File: config.mk
export PLATFORM = sky130hd
export DESIGN_NAME = fcs_map
export DESIGN_NICKNAME = d
export VERILOG_FILES = /design/src/hw/rtl/fcs_pkg.sv /design/src/hw/rtl/fcs_map.sv
export SDC_FILE = /design/constraint.sdc
export NUM_CORES = 2
export LEC_CHECK = 0
export BUFFER_PORTS_ARGS = -buffer_cell sky130_fd_sc_hd__buf_4
export CAP_MARGIN = 15
export CELL_PAD_IN_SITES_DETAIL_PLACEMENT = 0
export CELL_PAD_IN_SITES_GLOBAL_PLACEMENT = 1
export CORE_ASPECT_RATIO = 0.75
export CORE_MARGIN = 2
export CORE_UTILIZATION = 56
export DETAILED_ROUTE_END_ITERATION = 12
export GPL_TIMING_DRIVEN = 0
export PLACE_DENSITY_LB_ADDON = 0.1
export SYNTH_ARGS = -nofsm -noshare
export SYNTH_HDL_FRONTEND = slang
export SYNTH_SLANG_ARGS = --single-unit
File: constraint.sdc
create_clock -name clk -period 18.06 [get_ports clk]
set_input_delay 0 -clock clk [delete_from_list [all_inputs] [get_ports clk]]
set_output_delay 0 -clock clk [all_outputs]
set_load 0.05 [all_outputs]
File: src/hw/rtl/fcs_pkg.sv
// fcs_pkg: shared types and constants for the filled circle span generator
// holds the transfer payload structs, register indexes and reset values
// used by fcs_map, fcs_walk and filled_circle_span_generator
package fcs_pkg;

    localparam int RADIUS_BITS_DEF = 10;
    localparam int PIXEL_BITS_DEF  = 16;
    localparam int FIELD_BITS      = 16;
    localparam int CFG_INDEX_BITS  = 2;
    localparam int CFG_DATA_BITS   = 32;

    localparam logic [CFG_INDEX_BITS-1:0] CFG_X_GAIN   = 2'd0;
    localparam logic [CFG_INDEX_BITS-1:0] CFG_Y_GAIN   = 2'd1;
    localparam logic [CFG_INDEX_BITS-1:0] CFG_X_OFFSET = 2'd2;
    localparam logic [CFG_INDEX_BITS-1:0] CFG_Y_OFFSET = 2'd3;

    localparam logic [31:0] GAIN_RESET   = 32'h0001_0000;
    localparam logic [30:0] OFFSET_RESET = 31'h0000_8000;

    localparam logic ACT_START = 1'b0;

    localparam logic [1:0] SPAN_LAST   = 2'd3;
    localparam logic [1:0] START_FINAL = 2'd2;

    typedef struct packed {
        logic               action;
        logic signed [31:0] center_x;
        logic signed [31:0] center_y;
        logic        [9:0]  radius;
    } item_t;

    typedef struct packed {
        logic signed [FIELD_BITS-1:0] x_from;
        logic signed [FIELD_BITS-1:0] x_to;
        logic signed [FIELD_BITS-1:0] row;
        logic                         last_span;
    } span_t;

    typedef struct packed {
        logic       start;
        logic       advance;
        logic [1:0] span_idx;
    } walk_ctrl_t;

endpackage

File: src/hw/rtl/fcs_map.sv
// fcs_map: world to pixel mapping of one axis, Q16.16 gain and offset
// multiply, offset add, then truncate toward zero and saturate (two register stages)
// depends on fcs_pkg
module fcs_map #(
    parameter int PIXEL_BITS = fcs_pkg::PIXEL_BITS_DEF
) (
    input  logic                         clk,
    input  logic signed [31:0]           coord,
    input  logic        [31:0]           gain,
    input  logic        [30:0]           offset,
    output logic signed [PIXEL_BITS-1:0] pixel
);
    import fcs_pkg::*;

    localparam logic signed [32:0] PIX_MAX = 33'(2 ** (PIXEL_BITS - 1) - 1);
    localparam logic signed [32:0] PIX_MIN = 33'(-(2 ** (PIXEL_BITS - 1)));

    logic signed [32:0] coord_ext;
    logic signed [32:0] gain_ext;
    logic signed [65:0] prod_full;
    logic signed [63:0] prod_next;
    logic signed [63:0] prod_reg;
    logic signed [64:0] sum_next;
    logic signed [64:0] sum_reg;
    logic signed [32:0] q_floor;
    logic signed [32:0] q_trunc;
    logic               frac_nz;

    assign coord_ext = {coord[31], coord};
    assign gain_ext  = {1'b0, gain};
    assign prod_full = coord_ext * gain_ext;
    assign prod_next = $signed(prod_full[63:0]);
    assign sum_next  = $signed({prod_reg[63], prod_reg}) + $signed({18'd0, offset, 16'd0});

    always_ff @(posedge clk)
    begin
        prod_reg <= prod_next;
        sum_reg  <= sum_next;
    end

    // round toward zero: floor plus one when negative with a fraction
    assign q_floor = $signed(sum_reg[64:32]);
    assign frac_nz = |sum_reg[31:0];
    assign q_trunc = q_floor + $signed({32'd0, sum_reg[64] & frac_nz});

    always_comb
    begin
        if (q_trunc > PIX_MAX)
            pixel = PIX_MAX[PIXEL_BITS-1:0];
        else if (q_trunc < PIX_MIN)
            pixel = PIX_MIN[PIXEL_BITS-1:0];
        else
            pixel = q_trunc[PIXEL_BITS-1:0];
    end

endmodule

==> results list <==
* Instance count on the critical path: 22
- For the pin with the worst max-slew slack, the measured transition is 1.39 ns.
- Clk Latency, worst-skew pair: roughly 0.48 ns
- In the routed design, unresolved DRC markers number 0.
- In this run the tightest slew margin relative to its limit is 0.0753.
* Placeable core area: 70300 sq um
- Register area share after synthesis: 0.0647
* Fmax: ~110 MHz
- Endpoint class of the critical path: flip-flop
* Status: completed
- Cells along the critical path: buf_4 > clkbuf_1 > and2_1 > fa_1 > fa_1 > inv_1 > fa_1 > fa_1 > inv_1 > fa_1 > fa_1 > fa_1 > fa_1 > ha_1 > nand4_1 > nor3_1 > o211ai_1 > a21oi_1 > a41oi_1 > o311ai_0 > a41oi_1 > xnor2_1
- The critical path contains buffers and inverters numbering 4 combined.
- The layer flagged by global routing as most heavily used is met1.
* Required time at the worst-slack endpoint: approximately 18 ns
- Detailed-route wire length: 137000 um
* Met2 Resource Use GR: 0.527
- Final setup fails: 0
* Arrival time at the worst endpoint: roughly 9.5 ns
* Most frequently used flop master after synthesis: sky130_fd_sc_hd__dfxtp_1
* Launch instance of the worst register-to-register path: prod_reg[17]
* Layout Nets: roughly 5900
- Clk buf depth: 3
* Non-filler cells in the finished layout: roughly 5500
* Critical Path Fanout Max: 10
* Drt pass-1 iters: 7
- R2R Path End: sum_reg[61]
- CP startpoint kind: primary input
* Clock tree from TritonCTS: built
- The max-slew violation count was 0.
- Final weighted congestion in routability-driven placement: just over 1
- Async set-reset flop share out of synthesis: 0
* Most common cell after layout, fill and taps aside: sky130_fd_sc_hd__inv_1
* TritonCTS buffer count: 25
* Top-level port count: approximately 110
- Across the run, the number of max-cap violations was 0.
* Cell count after synthesis: about 4400
- Among all stages on the critical path, the largest delay is contributed by sky130_fd_sc_hd__o311ai_0.
- Starting DRT DRC Count: between 2000 and 3000
* Worst setup path category: in2reg
- Max reg flops: 65
- Dpl hpwl: between 100000 and 150000 um
- Clock skew on the completed layout was measured at between 0.02 and 0.025 ns.
- The startpoint identified for the worst hold timing path is offset[4].
- In the global route stage, met1 resource usage came out at 0.539.
- Post-detailed-route wirelength per cell: between 20 and 25 um
* Proportion of layout cells with a drive suffix above 1: 0.0396
- Vias after detailed routing: between 30000 and 40000
- The count of nets left with antenna violations once routing finished came out at 0.
- Counting stages on the worst path, the most repeated cell is sky130_fd_sc_hd__fa_1.
* Count of endpoints failing hold in the final timing report: 0
* Initial core utilization: 0.567
* Most frequent cells in the layout: sky130_fd_sc_hd__inv_1 (904), sky130_fd_sc_hd__fa_1 (898), sky130_fd_sc_hd__and2_1 (640)
- Antenna violations before repair: 15
* H-tree levels: 4
- Counting cells, the worst reg-to-reg path comes to 11.
* Pin count of the biggest net entering global routing: 15
- Clock period minus worst slack: 9.11 ns
- Overall die height: about 240 um
* Number of global-route vias before repair: roughly 32000
- Delay of the slowest cell on the worst path: roughly 1.1 ns
- Root cell of the clock tree: sky130_fd_sc_hd__clkbuf_16
* Netlist area before placement: between 30000 and 40000 sq um
- Cell depth of the worst hold path: 4
- Chip width: 312 um
* Reg-to-reg setup timing slack: ~14 ns
- Once layout is complete, the utilization of the core stands at 0.611.
- Crit path max-delay family: adder cells
* Core Rows: between 80 and 90
- Clock-pin transition on the worst setup and hold timing paths: 0.05 ns
* TritonCTS sink count: between 100 and 150
- Worst hold path type: in2reg
- Met3 global-route usage: 0.131
- Synthesis Warnings: 0
* Net Count, Synth: around 5700
- In this run the mean area of a mapped cell was slightly above 9 sq um.
- Buffers on Ports: between 100 and 150
- Placed Instances: ~5500
* Fin Setup TNS: 0 ns
- Setup repair after global routing left no endpoint under its margin.
* Portion of the clock cycle consumed by the worst path in the final layout: 0.505
- Number of resized instances in the post-cts repair step: 0
* Number of flops mapped to enable cells by yosys: 0
* Capture endpoint of the worst hold path: sum_reg[20]
- The synthesized netlist contains 83 unique library cells.
- Global-route wire length before repair: between 200000 and 250000 um
* Sum of overflow across all layers after global routing: 0
- Across every metal layer, demand over resource in global routing totals 0.382.
* Growth of design area from synthesis to finish: 7.62%
- Per-cell via count in the routed design: 5.68
- DIE AREA: between 70000 and 80000 sq um
- Post-synthesis sequential element count: 129
-- metal layers --
metal	part of all wire	up-vias	wire length (um)
li1	-	13600	-
met5	0	-	0
met2	0.40	1658	55200
met3	0.13	295	17400
met1	0.41	15900	56300
met4	0.059	0	8070
-- logic make-up after synthesis --
logic type	after synthesis	synth area share
AOI/OAI and AO/OA	378	0.0618
muxes	3	0.000784
and+or+nand+nor	1427	0.190
DFF	129	0.0647
xor gates and xnor gates	107	0.0235
adders and majority gates	1222	0.552
buffers and inverters	1132	0.107
-- Yosys cell counts, types with 4 or more instances --
master,count,area share
sky130_fd_sc_hd__a2111oi_0,5,0.0011
sky130_fd_sc_hd__a211o_1,5,0.0011
sky130_fd_sc_hd__a211oi_1,15,0.0028
sky130_fd_sc_hd__a21o_1,53,0.010
sky130_fd_sc_hd__a21oi_1,108,0.014
sky130_fd_sc_hd__a221oi_1,5,0.0011
sky130_fd_sc_hd__a31oi_1,9,0.0014
sky130_fd_sc_hd__a41o_1,4,0.0010
sky130_fd_sc_hd__a41oi_1,5,0.0011
sky130_fd_sc_hd__and2_1,640,0.10
sky130_fd_sc_hd__and3_1,18,0.0028
sky130_fd_sc_hd__and4_1,8,0.0018
sky130_fd_sc_hd__clkbuf_1,223,0.021
sky130_fd_sc_hd__dfxtp_1,129,0.065
sky130_fd_sc_hd__fa_1,898,0.45
sky130_fd_sc_hd__ha_1,324,0.10
sky130_fd_sc_hd__inv_1,904,0.085
sky130_fd_sc_hd__nand2_1,480,0.045
sky130_fd_sc_hd__nand2b_1,26,0.0041
sky130_fd_sc_hd__nand3_1,41,0.0051
sky130_fd_sc_hd__nand3b_1,5,0.00094
sky130_fd_sc_hd__nand4_1,21,0.0033
sky130_fd_sc_hd__nor2_1,87,0.0082
sky130_fd_sc_hd__nor2b_1,14,0.0022
sky130_fd_sc_hd__nor3_1,22,0.0028
sky130_fd_sc_hd__nor3b_1,11,0.0021
sky130_fd_sc_hd__nor4_1,15,0.0024
sky130_fd_sc_hd__nor4b_1,5,0.0011
sky130_fd_sc_hd__o211ai_1,13,0.0024
sky130_fd_sc_hd__o21a_1,15,0.0028
sky130_fd_sc_hd__o21ai_0,68,0.0085
sky130_fd_sc_hd__o21ai_1,10,0.0013
sky130_fd_sc_hd__o21bai_1,19,0.0036
sky130_fd_sc_hd__o311ai_0,6,0.0013
sky130_fd_sc_hd__o31a_1,5,0.0011
sky130_fd_sc_hd__or2_2,6,0.00094
sky130_fd_sc_hd__or3_1,5,0.00078
sky130_fd_sc_hd__or4b_2,4,0.0010
sky130_fd_sc_hd__xnor2_1,64,0.014
sky130_fd_sc_hd__xor2_1,43,0.0094
-- worst max-delay path by stage --
| stage | to | slack, ns | startpoint |
|---|---|---|---|
| final | prod_reg[57] | 8.95 | gain[19] |
| after detailed placement | prod_reg[57] | 8.75 | gain[19] |
| after CTS | prod_reg[57] | 9.20 | gain[19] |
| after global routing | prod_reg[57] | 8.79 | coord[1] |
| after floorplan | prod_reg[57] | 11.25 | gain[18] |
| after global placement | prod_reg[59] | 8.76 | gain[19] |
-- worst min-delay path: stages --
cell and delay, ns:
sky130_fd_sc_hd__buf_4 0.08, sky130_fd_sc_hd__ha_1 0.18, sky130_fd_sc_hd__nor2_1 0.06, sky130_fd_sc_hd__a21oi_1 0.13
-- area by class of cell --
cell class	count	area [sq um]
Clock buffer	28	647
Fill cell	6374	27400
Tap cell	946	1180
Sequential cell	129	2580
Inverter	904	3390
Clock inverter	4	47.5
Buffer	228	877
Antenna cell	10	25.0
Timing Repair Buffer	139	1140
Multi-Input combinational cell	3137	33000
-- per-stage QoR --
stage          instance area [sq um]  hold slack (ns)  worst slack (ns)
3_3_place_gp                   41900            0.225              8.76
3_5_place_dp                   41900            0.232              8.75
5_1_grt                        42900           0.0233              8.79
6_report                       42900           0.0163              8.95
4_1_cts                        42900          0.00714              9.20
2_1_floorplan                  39900            0.127             11.25
-- repair_timing --
item | 4_1_cts | 5_1_grt
hold buffers | 24 | 0
endpoints found under the setup margin | 0 | 0
setup buffers | 0 | 0
hold endpoints to repair | 24 | 0
Power is left out: the tool's default activity adds up to more than one toggle a clock period on the data nets, which glitch-free logic cannot reach.
